<file path="src/hdl/mnep_pkg.sv">
package mnep_pkg;

  // field widths
  localparam int CHAR_W    = 8;
  localparam int NUM_W     = 16;
  localparam int DUR_BITS  = 32;
  localparam int SR_W      = 18;
  localparam int TEMPO_W   = 10;
  localparam int VOL_W     = 8;
  localparam int DECAY_W   = 16;
  localparam int NOTE_W    = 7;
  localparam int LEN_W     = 7;
  localparam int OCT_W     = 4;
  localparam int CFG_IDX_W = 2;
  localparam int CFG_DAT_W = 18;
  localparam int OUT_DAT_W = 64;

  // divider operand widths: sample rate times 240 and tempo times length
  localparam int DIV_NUM_W = SR_W + 8;
  localparam int DIV_DEN_W = TEMPO_W + NUM_W;

  // parameter defaults
  localparam int DURATION_WIDTH_DEF = 32;
  localparam int FIFO_DEPTH_DEF     = 4;

  // configuration register indexes
  localparam logic [CFG_IDX_W-1:0] REG_SAMPLE_RATE  = 2'd0;
  localparam logic [CFG_IDX_W-1:0] REG_START_TEMPO  = 2'd1;
  localparam logic [CFG_IDX_W-1:0] REG_START_VOLUME = 2'd2;
  localparam logic [CFG_IDX_W-1:0] REG_DECAY_RATE   = 2'd3;

  // configuration reset values
  localparam logic [SR_W-1:0]    RST_SAMPLE_RATE  = 18'd48000;
  localparam logic [TEMPO_W-1:0] RST_START_TEMPO  = 10'd120;
  localparam logic [VOL_W-1:0]   RST_START_VOLUME = 8'd100;
  localparam logic [DECAY_W-1:0] RST_DECAY_RATE   = 16'd32768;

  // command codes, letters a..g are 1..7
  localparam logic [3:0] CMD_NONE = 4'd0;
  localparam logic [3:0] CMD_A    = 4'd1;
  localparam logic [3:0] CMD_G    = 4'd7;
  localparam logic [3:0] CMD_N    = 4'd8;
  localparam logic [3:0] CMD_R    = 4'd9;
  localparam logic [3:0] CMD_O    = 4'd10;
  localparam logic [3:0] CMD_L    = 4'd11;
  localparam logic [3:0] CMD_T    = 4'd12;
  localparam logic [3:0] CMD_V    = 4'd13;
  localparam logic [3:0] CMD_AT   = 4'd14;

  // accidental codes
  localparam logic [1:0] ACC_NAT   = 2'd0;
  localparam logic [1:0] ACC_SHARP = 2'd1;
  localparam logic [1:0] ACC_FLAT  = 2'd2;

  // character classes from the front
  localparam logic [3:0] CLS_OTHER = 4'd0;
  localparam logic [3:0] CLS_DIGIT = 4'd1;
  localparam logic [3:0] CLS_ACC   = 4'd2;
  localparam logic [3:0] CLS_DOT   = 4'd3;
  localparam logic [3:0] CLS_TIE   = 4'd4;
  localparam logic [3:0] CLS_UP    = 4'd5;
  localparam logic [3:0] CLS_DN    = 4'd6;
  localparam logic [3:0] CLS_NOTE  = 4'd7;
  localparam logic [3:0] CLS_CMD   = 4'd8;
  localparam logic [3:0] CLS_SKIP  = 4'd9;

  // classified character handed from front to back
  typedef struct packed {
    logic [3:0] cls;
    logic [3:0] code;
    logic       eot;
    logic       init;
    logic       pre_l;
  } token_t;

  // semitone above c for letters a..g
  function automatic logic [3:0] letter_semis(input logic [3:0] code);
    logic [3:0] s;
    case (code)
      4'd1: s = 4'd9;
      4'd2: s = 4'd11;
      4'd3: s = 4'd0;
      4'd4: s = 4'd2;
      4'd5: s = 4'd4;
      4'd6: s = 4'd5;
      4'd7: s = 4'd7;
      default: s = 4'd0;
    endcase
    return s;
  endfunction

endpackage

</file>
<file path="src/hdl/mnep_front.sv">
module mnep_front (
  input  logic                        clk,
  input  logic                        rst_n,
  input  logic                        in_tvalid,
  output logic                        in_tready,
  input  logic [mnep_pkg::CHAR_W-1:0] in_tdata,
  input  logic                        in_tlast,
  input  logic                        q_full,
  output logic                        q_push,
  output mnep_pkg::token_t            q_tok
);

  localparam logic [2:0] PREFIX_DONE = 3'd4;

  logic [2:0]                  prog_r, prog_nxt;
  logic [mnep_pkg::CHAR_W-1:0] c_lo;
  logic [mnep_pkg::CHAR_W-1:0] pfx_char;
  logic                        pfx_match;
  logic [3:0]                  cls, code;

  assign in_tready = !q_full;
  assign q_push    = in_tvalid && !q_full;

  // expected byte of the leading "MML@"
  always_comb begin
    case (prog_r[1:0])
      2'd0:    pfx_char = 8'h4D;
      2'd1:    pfx_char = 8'h4D;
      2'd2:    pfx_char = 8'h4C;
      default: pfx_char = 8'h40;
    endcase
  end

  assign pfx_match = (prog_r != PREFIX_DONE) && (in_tdata == pfx_char);

  // fold upper case letters
  assign c_lo = (in_tdata >= 8'h41 && in_tdata <= 8'h5A) ? in_tdata + 8'd32 : in_tdata;

  // classify the byte
  always_comb begin
    cls  = mnep_pkg::CLS_OTHER;
    code = mnep_pkg::CMD_NONE;
    if (c_lo >= 8'h30 && c_lo <= 8'h39) begin
      cls  = mnep_pkg::CLS_DIGIT;
      code = 4'(c_lo - 8'h30);
    end else if (c_lo >= 8'h61 && c_lo <= 8'h67) begin
      cls  = mnep_pkg::CLS_NOTE;
      code = 4'(c_lo - 8'h60);
    end else begin
      case (c_lo)
        8'h2B, 8'h23: begin
          cls  = mnep_pkg::CLS_ACC;
          code = {2'b00, mnep_pkg::ACC_SHARP};
        end
        8'h2D: begin
          cls  = mnep_pkg::CLS_ACC;
          code = {2'b00, mnep_pkg::ACC_FLAT};
        end
        8'h2E: cls = mnep_pkg::CLS_DOT;
        8'h26: cls = mnep_pkg::CLS_TIE;
        8'h3E: cls = mnep_pkg::CLS_UP;
        8'h3C: cls = mnep_pkg::CLS_DN;
        8'h6E: begin
          cls  = mnep_pkg::CLS_NOTE;
          code = mnep_pkg::CMD_N;
        end
        8'h72: begin
          cls  = mnep_pkg::CLS_NOTE;
          code = mnep_pkg::CMD_R;
        end
        8'h6F: begin
          cls  = mnep_pkg::CLS_CMD;
          code = mnep_pkg::CMD_O;
        end
        8'h6C: begin
          cls  = mnep_pkg::CLS_CMD;
          code = mnep_pkg::CMD_L;
        end
        8'h74: begin
          cls  = mnep_pkg::CLS_CMD;
          code = mnep_pkg::CMD_T;
        end
        8'h76: begin
          cls  = mnep_pkg::CLS_CMD;
          code = mnep_pkg::CMD_V;
        end
        8'h40: begin
          cls  = mnep_pkg::CLS_CMD;
          code = mnep_pkg::CMD_AT;
        end
        default: cls = mnep_pkg::CLS_OTHER;
      endcase
    end
  end

  // token assembly
  always_comb begin
    q_tok.cls   = pfx_match ? mnep_pkg::CLS_SKIP : cls;
    q_tok.code  = code;
    q_tok.eot   = in_tlast;
    q_tok.init  = (prog_r == 3'd0);
    q_tok.pre_l = !pfx_match && (prog_r == 3'd3);
  end

  // prefix progress
  always_comb begin
    prog_nxt = prog_r;
    if (q_push) begin
      if (in_tlast) begin
        prog_nxt = 3'd0;
      end else if (pfx_match) begin
        prog_nxt = prog_r + 3'd1;
      end else begin
        prog_nxt = PREFIX_DONE;
      end
    end
  end

  always_ff @(posedge clk) begin
    if (!rst_n) begin
      prog_r <= 3'd0;
    end else begin
      prog_r <= prog_nxt;
    end
  end

endmodule

</file>
<file path="src/hdl/mnep_fifo.sv">
module mnep_fifo #(
  parameter int DEPTH = mnep_pkg::FIFO_DEPTH_DEF
) (
  input  logic             clk,
  input  logic             rst_n,
  input  logic             push,
  input  mnep_pkg::token_t push_tok,
  output logic             full,
  input  logic             pop,
  output mnep_pkg::token_t pop_tok,
  output logic             empty
);

  localparam int PTR_W = (DEPTH > 1) ? $clog2(DEPTH) : 1;
  localparam int CNT_W = $clog2(DEPTH + 1);

  mnep_pkg::token_t   mem_r [DEPTH];
  logic [PTR_W-1:0]   wr_r, rd_r;
  logic [CNT_W-1:0]   cnt_r;

  assign full    = (cnt_r == CNT_W'(DEPTH));
  assign empty   = (cnt_r == '0);
  assign pop_tok = mem_r[rd_r];

  // storage
  always_ff @(posedge clk) begin
    if (push) begin
      mem_r[wr_r] <= push_tok;
    end
  end

  // pointers and fill count
  always_ff @(posedge clk) begin
    if (!rst_n) begin
      wr_r  <= '0;
      rd_r  <= '0;
      cnt_r <= '0;
    end else begin
      if (push) begin
        wr_r <= (wr_r == PTR_W'(DEPTH - 1)) ? '0 : wr_r + PTR_W'(1);
      end
      if (pop) begin
        rd_r <= (rd_r == PTR_W'(DEPTH - 1)) ? '0 : rd_r + PTR_W'(1);
      end
      if (push && !pop) begin
        cnt_r <= cnt_r + CNT_W'(1);
      end else if (pop && !push) begin
        cnt_r <= cnt_r - CNT_W'(1);
      end
    end
  end

endmodule

</file>
<file path="src/hdl/mnep_div.sv">
module mnep_div (
  input  logic                           clk,
  input  logic                           rst_n,
  input  logic                           start,
  input  logic [mnep_pkg::DIV_NUM_W-1:0] num,
  input  logic [mnep_pkg::DIV_DEN_W-1:0] den,
  output logic                           done,
  output logic [mnep_pkg::DIV_NUM_W-1:0] quo
);

  localparam int NW    = mnep_pkg::DIV_NUM_W;
  localparam int DW    = mnep_pkg::DIV_DEN_W;
  localparam int CNT_W = $clog2(NW);

  logic [NW-1:0]    quo_r;
  logic [DW:0]      rem_r;
  logic [DW-1:0]    den_r;
  logic [CNT_W-1:0] cnt_r;
  logic             busy_r, done_r;
  logic [DW:0]      trial;
  logic             ge;

  assign trial = {rem_r[DW-1:0], quo_r[NW-1]};
  assign ge    = (trial >= {1'b0, den_r});
  assign done  = done_r;
  assign quo   = quo_r;

  // one quotient bit per cycle, restoring
  always_ff @(posedge clk) begin
    if (start) begin
      quo_r <= num;
      rem_r <= '0;
      den_r <= den;
    end else if (busy_r) begin
      quo_r <= {quo_r[NW-2:0], ge};
      rem_r <= ge ? trial - {1'b0, den_r} : trial;
    end
  end

  always_ff @(posedge clk) begin
    if (!rst_n) begin
      busy_r <= 1'b0;
      done_r <= 1'b0;
      cnt_r  <= '0;
    end else begin
      done_r <= 1'b0;
      if (start) begin
        busy_r <= 1'b1;
        cnt_r  <= '0;
      end else if (busy_r) begin
        cnt_r <= cnt_r + CNT_W'(1);
        if (cnt_r == CNT_W'(NW - 1)) begin
          busy_r <= 1'b0;
          done_r <= 1'b1;
        end
      end
    end
  end

endmodule

</file>
<file path="src/hdl/mnep_back.sv">
module mnep_back #(
  parameter int DURATION_WIDTH = mnep_pkg::DURATION_WIDTH_DEF
) (
  input  logic                           clk,
  input  logic                           rst_n,
  input  logic                           q_empty,
  input  mnep_pkg::token_t               q_tok,
  output logic                           q_pop,
  input  logic [mnep_pkg::SR_W-1:0]      smp_rate,
  input  logic [mnep_pkg::TEMPO_W-1:0]   start_tempo,
  input  logic [mnep_pkg::VOL_W-1:0]     start_volume,
  input  logic [mnep_pkg::DECAY_W-1:0]   decay_cfg,
  output logic                           out_tvalid,
  input  logic                           out_tready,
  output logic [mnep_pkg::OUT_DAT_W-1:0] out_tdata,
  output logic                           out_tlast
);

  localparam int DB    = mnep_pkg::DUR_BITS;
  localparam int CAP_W = (DURATION_WIDTH > DB) ? DB : DURATION_WIDTH;
  localparam logic [DB:0] DUR_CAP = (33'd1 << CAP_W) - 33'd1;
  localparam int DNW   = mnep_pkg::DIV_NUM_W;
  localparam int DDW   = mnep_pkg::DIV_DEN_W;

  // sequencer states
  localparam logic [2:0] ST_IDLE   = 3'd0;
  localparam logic [2:0] ST_DECODE = 3'd1;
  localparam logic [2:0] ST_START  = 3'd2;
  localparam logic [2:0] ST_DIV    = 3'd3;
  localparam logic [2:0] ST_HOLD   = 3'd4;
  localparam logic [2:0] ST_ACT    = 3'd5;
  localparam logic [2:0] ST_END    = 3'd6;
  localparam logic [2:0] ST_FLUSH  = 3'd7;

  // parse modes
  localparam logic [1:0] MODE_IDLE = 2'd0;
  localparam logic [1:0] MODE_PEND = 2'd1;
  localparam logic [1:0] MODE_DOTS = 2'd2;

  // actions after a command is finished
  localparam logic [2:0] ACT_NONE = 3'd0;
  localparam logic [2:0] ACT_DOT  = 3'd1;
  localparam logic [2:0] ACT_TIE  = 3'd2;
  localparam logic [2:0] ACT_UP   = 3'd3;
  localparam logic [2:0] ACT_DN   = 3'd4;
  localparam logic [2:0] ACT_NOTE = 3'd5;
  localparam logic [2:0] ACT_CMD  = 3'd6;

  localparam logic [mnep_pkg::OCT_W-1:0] OCT_MAX = 4'd15;

  logic [2:0]                         state_r, state_nxt;
  mnep_pkg::token_t                   tok_r, tok_nxt;
  logic [2:0]                         act_r, act_nxt;
  logic                               eotph_r, eotph_nxt;
  logic [1:0]                         mode_r, mode_nxt;
  logic [3:0]                         cmd_r, cmd_nxt;
  logic [mnep_pkg::NUM_W-1:0]         num_r, num_nxt;
  logic                               pres_r, pres_nxt;
  logic [1:0]                         acc_r, acc_nxt;
  logic [mnep_pkg::OCT_W-1:0]         oct_r, oct_nxt;
  logic [mnep_pkg::LEN_W-1:0]         dlen_r, dlen_nxt;
  logic [mnep_pkg::TEMPO_W-1:0]       tempo_r, tempo_nxt;
  logic [mnep_pkg::VOL_W-1:0]         vol_r, vol_nxt;
  logic                               tie_r, tie_nxt;
  logic [DB-1:0]                      dot_r, dot_nxt;
  logic                               hv_r, hv_nxt;
  logic [mnep_pkg::NOTE_W-1:0]        hnote_r, hnote_nxt;
  logic                               hrest_r, hrest_nxt;
  logic [DB-1:0]                      hdur_r, hdur_nxt;
  logic [mnep_pkg::VOL_W-1:0]         hvol_r, hvol_nxt;

  logic                               ov_r;
  logic [mnep_pkg::OUT_DAT_W-1:0]     od_r;
  logic                               ol_r;
  logic                               out_free, emit, emit_last;

  logic                               notelike, is_letter, do_commit;
  logic [2:0]                         commit_next;
  logic [mnep_pkg::NUM_W-1:0]         len;
  logic [19:0]                        num_acc;
  logic                               div_start, div_done;
  logic [DNW-1:0]                     div_num;
  logic [DDW-1:0]                     div_den;
  logic [mnep_pkg::DIV_NUM_W-1:0]     div_quo;
  logic [DB-1:0]                      dur;
  logic [7:0]                         nbase, nsharp, nfin;
  logic [mnep_pkg::NOTE_W-1:0]        note;
  logic [DB:0]                        tie_sum, dot_sum;

  assign notelike  = (cmd_r >= mnep_pkg::CMD_A) && (cmd_r <= mnep_pkg::CMD_R);
  assign is_letter = (cmd_r >= mnep_pkg::CMD_A) && (cmd_r <= mnep_pkg::CMD_G);
  assign out_free  = !ov_r || out_tready;
  assign q_pop     = (state_r == ST_IDLE) && !q_empty;

  // note length in use
  assign len = (cmd_r != mnep_pkg::CMD_N && pres_r && num_r != '0)
             ? num_r : mnep_pkg::NUM_W'(dlen_r);

  // operands registered inside the divider
  assign div_start = (state_r == ST_START);
  assign div_num   = DNW'(smp_rate) * DNW'(240);
  assign div_den   = DDW'(tempo_r) * DDW'(len);

  mnep_div u_div (
    .clk   (clk),
    .rst_n (rst_n),
    .start (div_start),
    .num   (div_num),
    .den   (div_den),
    .done  (div_done),
    .quo   (div_quo)
  );

  // duration clipped to the configured width
  assign dur = ({7'd0, div_quo} > DUR_CAP) ? DUR_CAP[DB-1:0] : DB'(div_quo);

  // pitch from octave, letter and accidental
  assign nbase  = 8'(oct_r * 8'd12) + 8'(mnep_pkg::letter_semis(cmd_r)) + 8'd12;
  assign nsharp = (acc_r == mnep_pkg::ACC_SHARP) ? nbase + 8'd1 : nbase;
  assign nfin   = (acc_r == mnep_pkg::ACC_FLAT)
                ? ((nbase == 8'd0) ? 8'd0 : nbase - 8'd1) : nsharp;
  always_comb begin
    if (cmd_r == mnep_pkg::CMD_N) begin
      note = (num_r > 16'd127) ? 7'd127 : num_r[6:0];
    end else begin
      note = (nfin > 8'd127) ? 7'd127 : nfin[6:0];
    end
  end

  // saturating duration sums
  assign tie_sum = {1'b0, hdur_r} + {1'b0, dur};
  assign dot_sum = {1'b0, hdur_r} + {1'b0, dot_r};
  assign num_acc = 20'(num_r) * 20'd10 + 20'(tok_r.code);

  // sequencer
  always_comb begin
    state_nxt   = state_r;
    tok_nxt     = tok_r;
    act_nxt     = act_r;
    eotph_nxt   = eotph_r;
    mode_nxt    = mode_r;
    cmd_nxt     = cmd_r;
    num_nxt     = num_r;
    pres_nxt    = pres_r;
    acc_nxt     = acc_r;
    oct_nxt     = oct_r;
    dlen_nxt    = dlen_r;
    tempo_nxt   = tempo_r;
    vol_nxt     = vol_r;
    tie_nxt     = tie_r;
    dot_nxt     = dot_r;
    hv_nxt      = hv_r;
    hnote_nxt   = hnote_r;
    hrest_nxt   = hrest_r;
    hdur_nxt    = hdur_r;
    hvol_nxt    = hvol_r;
    emit        = 1'b0;
    emit_last   = 1'b0;
    do_commit   = 1'b0;
    commit_next = ST_ACT;

    case (state_r)
      ST_IDLE: begin
        if (!q_empty) begin
          tok_nxt   = q_tok;
          eotph_nxt = 1'b0;
          state_nxt = (q_tok.cls == mnep_pkg::CLS_SKIP) ? ST_END : ST_DECODE;
          // fresh text state
          if (q_tok.init) begin
            mode_nxt  = MODE_IDLE;
            cmd_nxt   = mnep_pkg::CMD_NONE;
            num_nxt   = '0;
            pres_nxt  = 1'b0;
            acc_nxt   = mnep_pkg::ACC_NAT;
            oct_nxt   = 4'd4;
            dlen_nxt  = 7'd4;
            tempo_nxt = (start_tempo == '0) ? 10'd1 : start_tempo;
            vol_nxt   = start_volume;
            tie_nxt   = 1'b0;
            dot_nxt   = '0;
            hv_nxt    = 1'b0;
            hnote_nxt = '0;
            hrest_nxt = 1'b0;
            hdur_nxt  = '0;
            hvol_nxt  = '0;
          end
          // "MML" without '@' leaves an l command open
          if (q_tok.pre_l) begin
            mode_nxt = MODE_PEND;
            cmd_nxt  = mnep_pkg::CMD_L;
            num_nxt  = '0;
            pres_nxt = 1'b0;
            acc_nxt  = mnep_pkg::ACC_NAT;
          end
        end
      end

      ST_DECODE: begin
        state_nxt = ST_ACT;
        act_nxt   = ACT_NONE;
        do_commit = (mode_r == MODE_PEND);
        mode_nxt  = MODE_IDLE;
        case (tok_r.cls)
          mnep_pkg::CLS_DIGIT: begin
            if (mode_r == MODE_PEND) begin
              do_commit = 1'b0;
              mode_nxt  = mode_r;
              num_nxt   = (num_acc > 20'd65535) ? 16'hFFFF : num_acc[15:0];
              pres_nxt  = 1'b1;
              state_nxt = ST_END;
            end
          end
          mnep_pkg::CLS_ACC: begin
            if (mode_r == MODE_PEND && is_letter && !pres_r) begin
              do_commit = 1'b0;
              mode_nxt  = mode_r;
              acc_nxt   = tok_r.code[1:0];
              state_nxt = ST_END;
            end
          end
          mnep_pkg::CLS_DOT: begin
            if (mode_r == MODE_PEND && notelike) begin
              act_nxt = ACT_DOT;
            end else if (mode_r == MODE_DOTS) begin
              act_nxt = ACT_DOT;
            end
          end
          mnep_pkg::CLS_TIE:  act_nxt = ACT_TIE;
          mnep_pkg::CLS_UP:   act_nxt = ACT_UP;
          mnep_pkg::CLS_DN:   act_nxt = ACT_DN;
          mnep_pkg::CLS_NOTE: act_nxt = ACT_NOTE;
          mnep_pkg::CLS_CMD:  act_nxt = ACT_CMD;
          default:            act_nxt = ACT_NONE;
        endcase
      end

      ST_START: state_nxt = ST_DIV;

      ST_DIV: begin
        if (div_done) begin
          state_nxt = ST_HOLD;
        end
      end

      // note or rest is committed with its duration
      ST_HOLD: begin
        if (tie_r && hv_r) begin
          hdur_nxt = (tie_sum > DUR_CAP) ? DUR_CAP[DB-1:0] : tie_sum[DB-1:0];
        end else begin
          hv_nxt    = 1'b1;
          hrest_nxt = (cmd_r == mnep_pkg::CMD_R);
          hnote_nxt = (cmd_r == mnep_pkg::CMD_R) ? '0 : note;
          hdur_nxt  = dur;
          hvol_nxt  = vol_r;
        end
        tie_nxt   = 1'b0;
        dot_nxt   = dur >> 1;
        num_nxt   = '0;
        pres_nxt  = 1'b0;
        acc_nxt   = mnep_pkg::ACC_NAT;
        mode_nxt  = MODE_IDLE;
        state_nxt = eotph_r ? ST_FLUSH : ST_ACT;
      end

      ST_ACT: begin
        state_nxt = ST_END;
        case (act_r)
          ACT_TIE: tie_nxt = 1'b1;
          ACT_UP: begin
            if (oct_r < OCT_MAX) begin
              oct_nxt = oct_r + 4'd1;
            end
          end
          ACT_DN: begin
            if (oct_r != '0) begin
              oct_nxt = oct_r - 4'd1;
            end
          end
          ACT_DOT: begin
            mode_nxt = MODE_DOTS;
            hdur_nxt = (dot_sum > DUR_CAP) ? DUR_CAP[DB-1:0] : dot_sum[DB-1:0];
            dot_nxt  = dot_r >> 1;
          end
          ACT_NOTE: begin
            if (hv_r && !tie_r) begin
              if (out_free) begin
                emit      = 1'b1;
                emit_last = !tok_r.eot;
                hv_nxt    = 1'b0;
              end else begin
                state_nxt = ST_ACT;
              end
            end
            if (state_nxt == ST_END) begin
              mode_nxt = MODE_PEND;
              cmd_nxt  = tok_r.code;
              num_nxt  = '0;
              pres_nxt = 1'b0;
              acc_nxt  = mnep_pkg::ACC_NAT;
            end
          end
          ACT_CMD: begin
            mode_nxt = MODE_PEND;
            cmd_nxt  = tok_r.code;
            num_nxt  = '0;
            pres_nxt = 1'b0;
            acc_nxt  = mnep_pkg::ACC_NAT;
          end
          default: state_nxt = ST_END;
        endcase
      end

      ST_END: begin
        if (!tok_r.eot) begin
          state_nxt = ST_IDLE;
        end else begin
          state_nxt   = ST_FLUSH;
          mode_nxt    = MODE_IDLE;
          eotph_nxt   = 1'b1;
          do_commit   = (mode_r == MODE_PEND);
          commit_next = ST_FLUSH;
        end
      end

      // end of text: send the held event
      ST_FLUSH: begin
        if (hv_r) begin
          if (out_free) begin
            emit      = 1'b1;
            emit_last = 1'b1;
            hv_nxt    = 1'b0;
            tie_nxt   = 1'b0;
            state_nxt = ST_IDLE;
          end
        end else begin
          tie_nxt   = 1'b0;
          state_nxt = ST_IDLE;
        end
      end

      default: state_nxt = ST_IDLE;
    endcase

    // finish the open command
    if (do_commit) begin
      if (notelike) begin
        state_nxt = ST_START;
      end else begin
        case (cmd_r)
          mnep_pkg::CMD_O: begin
            if (pres_r) begin
              oct_nxt = (num_r > 16'd15) ? OCT_MAX : num_r[3:0];
            end
          end
          mnep_pkg::CMD_L: begin
            if (pres_r && num_r != '0) begin
              dlen_nxt = (num_r > 16'd127) ? 7'd127 : num_r[6:0];
            end
          end
          mnep_pkg::CMD_T: begin
            if (pres_r && num_r != '0) begin
              tempo_nxt = (num_r > 16'd1023) ? 10'd1023 : num_r[9:0];
            end
          end
          mnep_pkg::CMD_V: begin
            if (pres_r) begin
              vol_nxt = (num_r > 16'd255) ? 8'd255 : num_r[7:0];
            end
          end
          default: vol_nxt = vol_r;
        endcase
        num_nxt   = '0;
        pres_nxt  = 1'b0;
        acc_nxt   = mnep_pkg::ACC_NAT;
        state_nxt = commit_next;
      end
    end
  end

  always_ff @(posedge clk) begin
    if (!rst_n) begin
      state_r <= ST_IDLE;
      act_r   <= ACT_NONE;
      eotph_r <= 1'b0;
      mode_r  <= MODE_IDLE;
      cmd_r   <= mnep_pkg::CMD_NONE;
      num_r   <= '0;
      pres_r  <= 1'b0;
      acc_r   <= mnep_pkg::ACC_NAT;
      oct_r   <= 4'd4;
      dlen_r  <= 7'd4;
      tempo_r <= mnep_pkg::RST_START_TEMPO;
      vol_r   <= mnep_pkg::RST_START_VOLUME;
      tie_r   <= 1'b0;
      dot_r   <= '0;
      hv_r    <= 1'b0;
      hnote_r <= '0;
      hrest_r <= 1'b0;
      hdur_r  <= '0;
      hvol_r  <= '0;
    end else begin
      state_r <= state_nxt;
      act_r   <= act_nxt;
      eotph_r <= eotph_nxt;
      mode_r  <= mode_nxt;
      cmd_r   <= cmd_nxt;
      num_r   <= num_nxt;
      pres_r  <= pres_nxt;
      acc_r   <= acc_nxt;
      oct_r   <= oct_nxt;
      dlen_r  <= dlen_nxt;
      tempo_r <= tempo_nxt;
      vol_r   <= vol_nxt;
      tie_r   <= tie_nxt;
      dot_r   <= dot_nxt;
      hv_r    <= hv_nxt;
      hnote_r <= hnote_nxt;
      hrest_r <= hrest_nxt;
      hdur_r  <= hdur_nxt;
      hvol_r  <= hvol_nxt;
    end
  end

  always_ff @(posedge clk) begin
    tok_r <= tok_nxt;
  end

  // output register
  always_ff @(posedge clk) begin
    if (!rst_n) begin
      ov_r <= 1'b0;
    end else if (emit) begin
      ov_r <= 1'b1;
    end else if (out_tready) begin
      ov_r <= 1'b0;
    end
  end

  always_ff @(posedge clk) begin
    if (emit) begin
      od_r <= {decay_cfg, hvol_r, hdur_r, hrest_r, hnote_r};
      ol_r <= emit_last;
    end
  end

  assign out_tvalid = ov_r;
  assign out_tdata  = od_r;
  assign out_tlast  = ol_r;

`ifndef SYNTHESIS
  a_pop_decode: assert property (@(posedge clk) disable iff (!rst_n)
    q_pop |=> (state_r == ST_DECODE || state_r == ST_END))
    else $error("popped token not decoded");
  a_len_nonzero: assert property (@(posedge clk) disable iff (!rst_n)
    dlen_r != '0)
    else $error("default length is zero");
  a_tempo_nonzero: assert property (@(posedge clk) disable iff (!rst_n)
    tempo_r != '0)
    else $error("tempo is zero");
  a_dur_cap: assert property (@(posedge clk) disable iff (!rst_n)
    {1'b0, hdur_r} <= DUR_CAP)
    else $error("held duration beyond cap");
  a_div_hold: assert property (@(posedge clk) disable iff (!rst_n)
    (state_r == ST_DIV && div_done) |=> state_r == ST_HOLD)
    else $error("quotient not taken");
`endif

endmodule

</file>
<file path="src/hdl/mml_note_event_parser.sv">
// MML note event parser
// in_*: one text byte per transfer in in_tdata, in_tlast set on the final byte
//   of a text. out_*: one note or rest event per transfer, out_tlast set on
//   the last event caused by an input byte. cfg_*: register writes, always
//   ready, index 0 sample rate, 1 start tempo, 2 start volume, 3 decay rate.
// A front stage classifies bytes and strips a leading "MML@"; a token queue
// feeds the back sequencer, which parses commands and holds one event.
// The back takes one byte at a time; a byte that finishes a note or rest
// runs the 26-step restoring divider for its duration, and an end-of-text
// byte may run it twice. The input keeps being taken while the queue has
// room. An event appears on out_* in the cycle after it is emitted and stays
// in the output register until taken; a stalled receiver stalls the back
// sequencer only when a second event must leave, and the input once the
// queue fills. Synchronous reset empties the queue and output, restores
// registers to 48000, 120, 100, 32768 and starts a new text.
module mml_note_event_parser #(
  parameter int DURATION_WIDTH = mnep_pkg::DURATION_WIDTH_DEF,
  parameter int FIFO_DEPTH     = mnep_pkg::FIFO_DEPTH_DEF
) (
  input  logic                           clk,
  input  logic                           rst_n,
  input  logic                           in_tvalid,
  output logic                           in_tready,
  // text_char
  input  logic [mnep_pkg::CHAR_W-1:0]    in_tdata,
  input  logic                           in_tlast,
  output logic                           out_tvalid,
  input  logic                           out_tready,
  // note, rest flag, duration in samples, event_volume, event_decay
  output logic [mnep_pkg::OUT_DAT_W-1:0] out_tdata,
  output logic                           out_tlast,
  input  logic                           cfg_valid,
  output logic                           cfg_ready,
  input  logic [mnep_pkg::CFG_IDX_W-1:0] cfg_index,
  input  logic [mnep_pkg::CFG_DAT_W-1:0] cfg_data
);

  logic [mnep_pkg::SR_W-1:0]    sr_r;
  logic [mnep_pkg::TEMPO_W-1:0] stempo_r;
  logic [mnep_pkg::VOL_W-1:0]   svol_r;
  logic [mnep_pkg::DECAY_W-1:0] decay_r;

  logic             q_full, q_empty, q_push, q_pop;
  mnep_pkg::token_t push_tok, pop_tok;

  assign cfg_ready = 1'b1;

  // configuration registers
  always_ff @(posedge clk) begin
    if (!rst_n) begin
      sr_r     <= mnep_pkg::RST_SAMPLE_RATE;
      stempo_r <= mnep_pkg::RST_START_TEMPO;
      svol_r   <= mnep_pkg::RST_START_VOLUME;
      decay_r  <= mnep_pkg::RST_DECAY_RATE;
    end else if (cfg_valid) begin
      case (cfg_index)
        mnep_pkg::REG_SAMPLE_RATE:  sr_r     <= cfg_data;
        mnep_pkg::REG_START_TEMPO:  stempo_r <= cfg_data[mnep_pkg::TEMPO_W-1:0];
        mnep_pkg::REG_START_VOLUME: svol_r   <= cfg_data[mnep_pkg::VOL_W-1:0];
        mnep_pkg::REG_DECAY_RATE:   decay_r  <= cfg_data[mnep_pkg::DECAY_W-1:0];
        default:                    decay_r  <= decay_r;
      endcase
    end
  end

  mnep_front u_front (
    .clk       (clk),
    .rst_n     (rst_n),
    .in_tvalid (in_tvalid),
    .in_tready (in_tready),
    .in_tdata  (in_tdata),
    .in_tlast  (in_tlast),
    .q_full    (q_full),
    .q_push    (q_push),
    .q_tok     (push_tok)
  );

  mnep_fifo #(
    .DEPTH (FIFO_DEPTH)
  ) u_fifo (
    .clk      (clk),
    .rst_n    (rst_n),
    .push     (q_push),
    .push_tok (push_tok),
    .full     (q_full),
    .pop      (q_pop),
    .pop_tok  (pop_tok),
    .empty    (q_empty)
  );

  mnep_back #(
    .DURATION_WIDTH (DURATION_WIDTH)
  ) u_back (
    .clk          (clk),
    .rst_n        (rst_n),
    .q_empty      (q_empty),
    .q_tok        (pop_tok),
    .q_pop        (q_pop),
    .smp_rate     (sr_r),
    .start_tempo  (stempo_r),
    .start_volume (svol_r),
    .decay_cfg    (decay_r),
    .out_tvalid   (out_tvalid),
    .out_tready   (out_tready),
    .out_tdata    (out_tdata),
    .out_tlast    (out_tlast)
  );

endmodule
</file>
<file path="config.mk">
export PLATFORM = sky130hd
export DESIGN_NAME = mml_note_event_parser
export DESIGN_NICKNAME = d
export VERILOG_FILES = /design/src/hdl/mnep_pkg.sv /design/src/hdl/mnep_front.sv /design/src/hdl/mnep_fifo.sv /design/src/hdl/mnep_div.sv /design/src/hdl/mnep_back.sv /design/src/hdl/mml_note_event_parser.sv
export SDC_FILE = /design/constraint.sdc
export NUM_CORES = 2
export LEC_CHECK = 0
export BUFFER_PORTS_ARGS = -buffer_cell sky130_fd_sc_hd__buf_2
export CAP_MARGIN = 40
export CORE_ASPECT_RATIO = 0.6
export CORE_MARGIN = 8
export CORE_UTILIZATION = 45
export CTS_BUF_LIST = sky130_fd_sc_hd__clkbuf_16
export CTS_CLUSTER_SIZE = 25
export DETAILED_ROUTE_END_ITERATION = 10
export PLACE_DENSITY = 0.62
export SYNTH_ARGS = -nofsm -noshare
export SYNTH_HDL_FRONTEND = slang
export SYNTH_HIERARCHICAL = 1
export SYNTH_SLANG_ARGS = --single-unit
</file>
<file path="constraint.sdc">
create_clock -name clk -period 8.4 [get_ports clk]
set_input_delay 0.42 -clock clk [delete_from_list [all_inputs] [get_ports clk]]
set_output_delay 0.42 -clock clk [all_outputs]
set_load 0.01 [all_outputs]
</file>
---- Word-level counts from Yosys, hierarchy flattened ----
Memories as Yosys holds them, arrays and structs flattened. A register that Yosys moved wholly into a read port is not among the register bits.
Cells that the tools add are included.
operators by class
  bitwise gates (word level) .............. 3
  reductions and logical operators ........ 68
  multiplexer cells ....................... 189
  multipliers ............................. 4
  equality and inequality tests ........... 86
  add/subtract/negate cells ............... 19
  order comparisons ....................... 19
operators by type and width
  operator                                                                           count
  32-bit two-way mux                                                                 7
  32-bit case mux with 3 select lines                                                2
  16-bit two-way mux                                                                 10
  8-bit two-way mux                                                                  14
  7-bit two-way mux                                                                  14
  10-bit two-way mux                                                                 9
  26-bit two-way mux                                                                 3
  4-bit two-way mux                                                                  18
  33-bit by 32-bit greater-than comparator with 1-bit output, second input constant  2
  16-bit case mux with 4 select lines                                                1
  8-bit by 6-bit equality test with 1-bit output, second input constant              7
  8-bit by 7-bit equality test with 1-bit output, second input constant              7
  3-bit two-way mux                                                                  18
  2-bit two-way mux                                                                  24
  4-bit case mux with 2 select lines                                                 5
  1-bit two-way mux                                                                  39
  4-bit case mux with 9 select lines                                                 1
  32-bit by 26-bit adder with 33-bit output                                          1
  32-bit by 32-bit adder with 33-bit output                                          1
  4-bit by 3-bit equality test with 1-bit output, second input constant              8
  4-bit equality test, second input constant                                         8
  16-bit case mux with 2 select lines                                                1
  8-bit case mux with 2 select lines                                                 2
  4-bit case mux with 7 select lines                                                 1
  81 further kinds                                                                   185
storage, ports and cells
  output and inout bits ................... 68
  bits in writable memories ............... 44
  memories ................................ 1
  flip-flop bits (word level) ............. 365
  input bits .............................. 34
  word-level logic and storage cells ...... 429
memory list
  memory        words  width  rd ports  clocked after Yosys merged registers in  write ports  RTL line         source
  u_fifo.mem_r  4      11     1         1                                        1            mnep_fifo.sv:17  mnep_pkg::token_t mem_r [DEPTH];

---- Logic depth before layout (Yosys ltp) ----
  depth in word-level cells ............... 13
  mapped depth ............................ 31
  depth with buffers taken out ............ 27

---- Cells and area by module ----
Netlist, hierarchy kept.
by module, submodules not included
  module                 instances  seq. area each (um^2)  area an instance (um^2)  cells each
  mnep_back              1          4964.8                 20633.5                  2371
  mnep_div               1          2222.1                 4967.3                   475
  mml_note_event_parser  1          1041.0                 2047.0                   202
  mnep_fifo              1          1501.4                 2047.0                   101
  mnep_front             1          60.1                   835.8                    113

---- Worst setup path after synthesis ----
OpenSTA, ideal clock, no wires.
  path kind ............................... register to register
  from .................................... register u_back/num_r[15] (netlist name)
  to ...................................... register u_back.u_div.den_r[25] (data pin)
  data required time ...................... 8.141 ns
  path buffers ............................ 3
  slack ................................... 1.379 ns
  stages on the path, launching flop included .. 28
  setup time .............................. 0.259 ns
  period minus slack after synthesis ...... 7.021 ns
  arrival time ............................ 6.762 ns
  path through ............................ dfxtp_1 -> clkbuf_1 -> nor4_1 -> nand4bb_1 -> clkbuf_1 -> nor4b_1 -> nand3b_1 -> and3_1 -> buf_2 -> mux2i_1 -> nand2b_1 -> fa_1 -> fa_1 -> inv_1 -> fa_1 -> fa_1 -> inv_1 -> fa_1 -> inv_1 -> ha_1 -> and3_1 -> a311o_1 -> o21ai_0 -> a21bo_2 -> a21oi_1 -> a211oi_1 -> a21oi_1 -> xnor2_1
on the way
  longest elaborated chain between the ends .. 4
RTL lines
  element                                           RTL line          source
  from (decl)                                       mnep_back.sv:57   logic [mnep_pkg::NUM_W-1:0] num_r, num_nxt;
  from (signal assigned)                            mnep_back.sv:407  num_r <= num_nxt;
  16-bit nonzero test                               mnep_back.sv:96   assign len = (cmd_r != mnep_pkg::CMD_N && pres_r && num_r != '0)
  1-bit logical AND                                 mnep_back.sv:96
  16-bit two-way mux *                              mnep_back.sv:97   ? num_r : mnep_pkg::NUM_W'(dlen_r);
  10-bit by 16-bit multiplier with 26-bit output *  mnep_back.sv:102  assign div_den = DDW'(tempo_r) * DDW'(len);
  net u_back.div_den[25]                            mnep_back.sv:83   logic [DDW-1:0] div_den;
  to (signal assigned)                              mnep_div.sv:33    den_r <= den;
  to (decl)                                         mnep_div.sv:17    logic [DW-1:0] den_r;
Mark *: on every way through the listed nets, which the timed path passes. The rest lies on a longest branch.
A chain may end at the register's enable or synchronous reset.

---- Final worst setup path ----
  from .................................... register u_back/num_r[13] (netlist name)
  to ...................................... register u_back.u_div.den_r[25] (data pin)
Same word-level chain as after synthesis.

==> results by group <==
Floorplan
  – Io pins: 102
  – Cell Rows: 74
  – Die height: between 200 and 250 um
  – DIE WIDTH: roughly 350 um
  – Die Footprint: approximately 77,000 sq um
  – Core Box Area: between 60,000 and 70,000 sq um
  – Initial core utilization: 0.4517

GRT
  – Initial antenna violation count: 1
  – Global Route Usage Sum: 0.2185
  – Vias in the first global route: 22,451
  – Pin count of the biggest net entering global routing: between 60 and 70
  – First-pass GRT wire length: 135,800 um
  – GRT overflow: 0

Clock tree
  – CTS sink count: between 400 and 500
  – Maximum clock path buffer count: 3
  – Clock root buffer master: clkbuf_16
  – H-tree depth: 2
  – CTS tree: done
  – Clock slew at reported path FFs: approximately 70 ps
  – Clk Latency, worst-skew pair: 570 ps
  – CTS hold repair buffers: 0
  – Post-CTS setup buffer count: 0
  – CTS Buf Count: 40
  – CTS resizes: 0

Cells and area
  – Final Instance Area: ~33,000 sq um
  – Commonest cells after routing, fill and taps aside: 331 x nand2_1, 233 x dfxtp_1, 227 x inv_1
  – Layout cells sized above 1: 0.1005
  – Layout net count: approximately 3,700
  – Most common cell after layout, fill and taps aside: nand2_1
  – Layout overhead on the synthesized area: 8.832%
  – ANT cells: 0
  – # fillers: ~6,400

Drt
  – Final wirelength: between 80,000 and 90,000 um
  – WL/cell: roughly 20 um
  – Vias per inst: about 5.8
  – Pre-antenna DRT Iters: 6
  – Antenna Violating Nets Remaining: 0
  – Initial DRC count: around 2,500
  – Vias: 24,497
  – Drt drc: 0

Worst setup path
  – Reg2reg end: u_back/u_div/den_r[25]
  – Crit path required time: just under 9000 ps
  – Worst reg2reg startpoint: u_back/num_r[13]
  – Crit end category: flop
  – Setup crit start kind: flop
  – Crit path arrival time: 7980 ps
  – Critical-path maximum fanout: 10
  – Critical path class: flop to flop
  – Reg2reg setup slack: ~750 ps
  – Reg2reg path depth: 26

Yosys
  – Cell Area, Synth: ~31,000 sq um
  – Xor/xnor share of the synthesized area: 0.04205
  – Synth Area in Simple Gates: 0.1728
  – Post-synthesis mux area share: 0.05365
  – Largest family of logic cells by synthesized area: adder cells
  – Main flop type after synthesis: dfxtp_1
  – Adder-Cell Fraction of Synth Area: 0.1904
  – Warnings from Yosys: 6
  – Post-Syn Instances: around 3,300
  – Sequential-to-total area share from yosys stat: 0.3206
  – Netlist cell types: 133
  – Number of flops mapped to enable cells by yosys: 170
  – Compound-cell area share of the yosys netlist: 0.1674
  – #FFs+latches synth: 404
  – Syn_area_per_cell: ~9.4 sq um
  – Ys async rst share: 0

Pwr
  – Sw frac: 0.4059
  – Leak Pwr: 0.01446 uW
  – Internal power: 4834 uW
  – Power Density: between 200 and 250 nW/um^2
  – Combinational group share of total power: 0.415
  – Sequential power share: 0.346
  – Sw Pwr: 3303 uW
  – Part of the power in the clock network: 0.239
  – Max IR drop VDD: about 0.21 mV

Outcome
  – Status: completed

Placed design
  – Port bufs: 100
  – HPWL Detailed: ~65,000 um
  – Post-DP Area: about 32,000 sq um
  – RePlAce Congestion: 0.9106

Timing
  – Worst-margin pin slew: roughly 880 ps
  – Final setup TNS: 0 ps
  – Fmax: 0.1306 GHz
  – Clock Skew: around 25 ps
  – Final Hold Viols: 0
  – Final number of setup-violating endpoints: 0
  – Max transition margin: 0.4087
  – Crit path time final: between 7000 and 8000 ps
  – Final period util: 0.9112
  – Fin. max-slew vios: 0
  – RSZ-0062 raised after global routing: no

Min path
  – Hold Path Stages: 3
  – Worst hold path class: input port to flop
  – Worst Hold Path EP: sr_r[17]
  – Beginning of the worst hold path: cfg_data[17]

Flow run
  – Max cap viols: 0
[power groups by stage]
stage                     registers [uW]  logic, uW  clock network [uW]
after floorplan                     2590       2630                   0
after global placement              2840       3220                   0
after detailed placement            2840       3290                   0
after CTS                           2800       3320                1980
after global routing                2850       3710                2060
final                               2820       3370                1950
[critical path: stages, from the launching register on]
cell,delay [ps]
dfxtp_1,370
nor4_1,420
nand4bb_1,150
buf_4,190
nor4b_1,240
nand3b_1,120
and3_1,310
mux2_2,420
and2_1,210
fa_1,540
inv_1,50
fa_1,480
inv_1,50
fa_1,560
fa_1,580
inv_1,60
fa_1,540
inv_1,40
ha_1,350
and3_1,180
a311o_1,400
o21ai_0,230
a21bo_2,190
a21oi_1,100
a211oi_1,360
a21oi_1,130
xnor2_1,140
[kinds of logic after synthesis]
group | after synthesis
fa+ha+maj | 374
buf+inv | 390
compound gates | 749
flops | 404
xor+xnor | 145
mux | 145
simple gates | 1053
other cells | 2
[layout make-up]
type | count | area [sq um] | area share
Clock buffer | 41 | 1026 | 0.03088
Tap cell | 912 | 1141 | 0.03434
Inverter | 227 | 854.6 | 0.02572
Sequential cell | 404 | 9791 | 0.2947
Timing Repair Buffer | 139 | 882.1 | 0.02655
Clock inverter | 33 | 365.4 | 0.01100
Multi-Input combinational cell | 2471 | 19170 | 0.5769
[metrics by stage]
step	instances	power [uW]	setup slack [ps]	hold WS [ps]	util
floorplan	3265	5219	1379	406.4	-
global placement	4142	6056	887.7	412.9	0.4685
detailed placement	4152	6126	773.2	414.5	0.4709
CTS	4226	8100	742.6	78.95	0.4915
global route	4227	8621	185.4	106.1	0.4916
finish	4227	8137	745.8	106.1	0.4916
[layer usage]
layer	track usage	part of all wire	routed length [um]
met3	0.05867	0.10	8974
met1	0.3672	0.53	45100
met5	0.009988	0.0012	105
met2	0.2706	0.36	30820
met4	0.02911	0.011	905
[state kept, by name (all words and copies together) (netlist names), 4 cells and up, named ones only]
register and flops:
u_back/u_div/den_r 26, u_back/vol_r 8, svol_r 8, u_back/u_div/rem_r 26, u_back/hvol_r 8, u_back/u_div/quo 26
stempo_r 10, u_back/out_tdata 64, u_back/dlen_r 7, u_back/u_div/cnt_r 5, u_back/cmd_r 4, u_fifo/mem_r 44
u_back/tok_r 9, u_back/hnote_r 7, u_back/num_r 16, sr_r 18, u_back/tempo_r 10, u_back/oct_r 4
u_back/hdur_r 32, decay_r 16, u_back/dot_r 25
[worst max-delay path by stage]
stage          cells past startpoint  slack, ps              from                     end
6_report                          26        750  u_back/num_r[13]  u_back/u_div/den_r[25]
4_1_cts                           26        740  u_back/num_r[12]  u_back/u_div/den_r[25]
3_5_place_dp                      26        770  u_back/num_r[12]  u_back/u_div/den_r[25]
2_1_floorplan                     27       1380  u_back/num_r[15]  u_back/u_div/den_r[25]
3_3_place_gp                      26        890  u_back/num_r[12]  u_back/u_div/den_r[25]
5_1_grt                           26        190  u_back/num_r[12]  u_back/u_div/den_r[25]
[cell usage after synthesis, types with 12 or more instances]
cell type	count	area (sq um)
a211o_1	17	148.9
a211oi_1	49	367.9
a21o_1	65	488.0
a21oi_1	176	880.8
a221o_1	14	140.1
a22oi_1	14	105.1
a31oi_1	40	250.2
and2_1	71	444.2
and3_1	59	369.1
buf_2	19	95.09
clkbuf_1	113	424.2
dfxtp_1	234	4684
edfxtp_1	170	5105
fa_1	151	3023
ha_1	223	2790
inv_1	223	837.1
mux2_2	36	405.4
mux2i_1	98	980.9
nand2_1	331	1242
nand2b_1	25	156.4
nand3_1	77	385.4
nand4_1	25	156.4
nor2_1	201	754.5
nor2b_1	43	269.0
nor3_1	100	500.5
nor3b_1	14	105.1
o211ai_1	27	202.7
o21a_1	27	202.7
o21ai_0	131	655.6
o21ai_1	22	110.1
o21bai_1	12	90.09
o31ai_1	21	157.7
or2_2	15	93.84
or3_1	17	106.4
xnor2_1	90	788.3
xor2_1	54	473.0
Note: power is estimated with default switching activity, not from simulation.
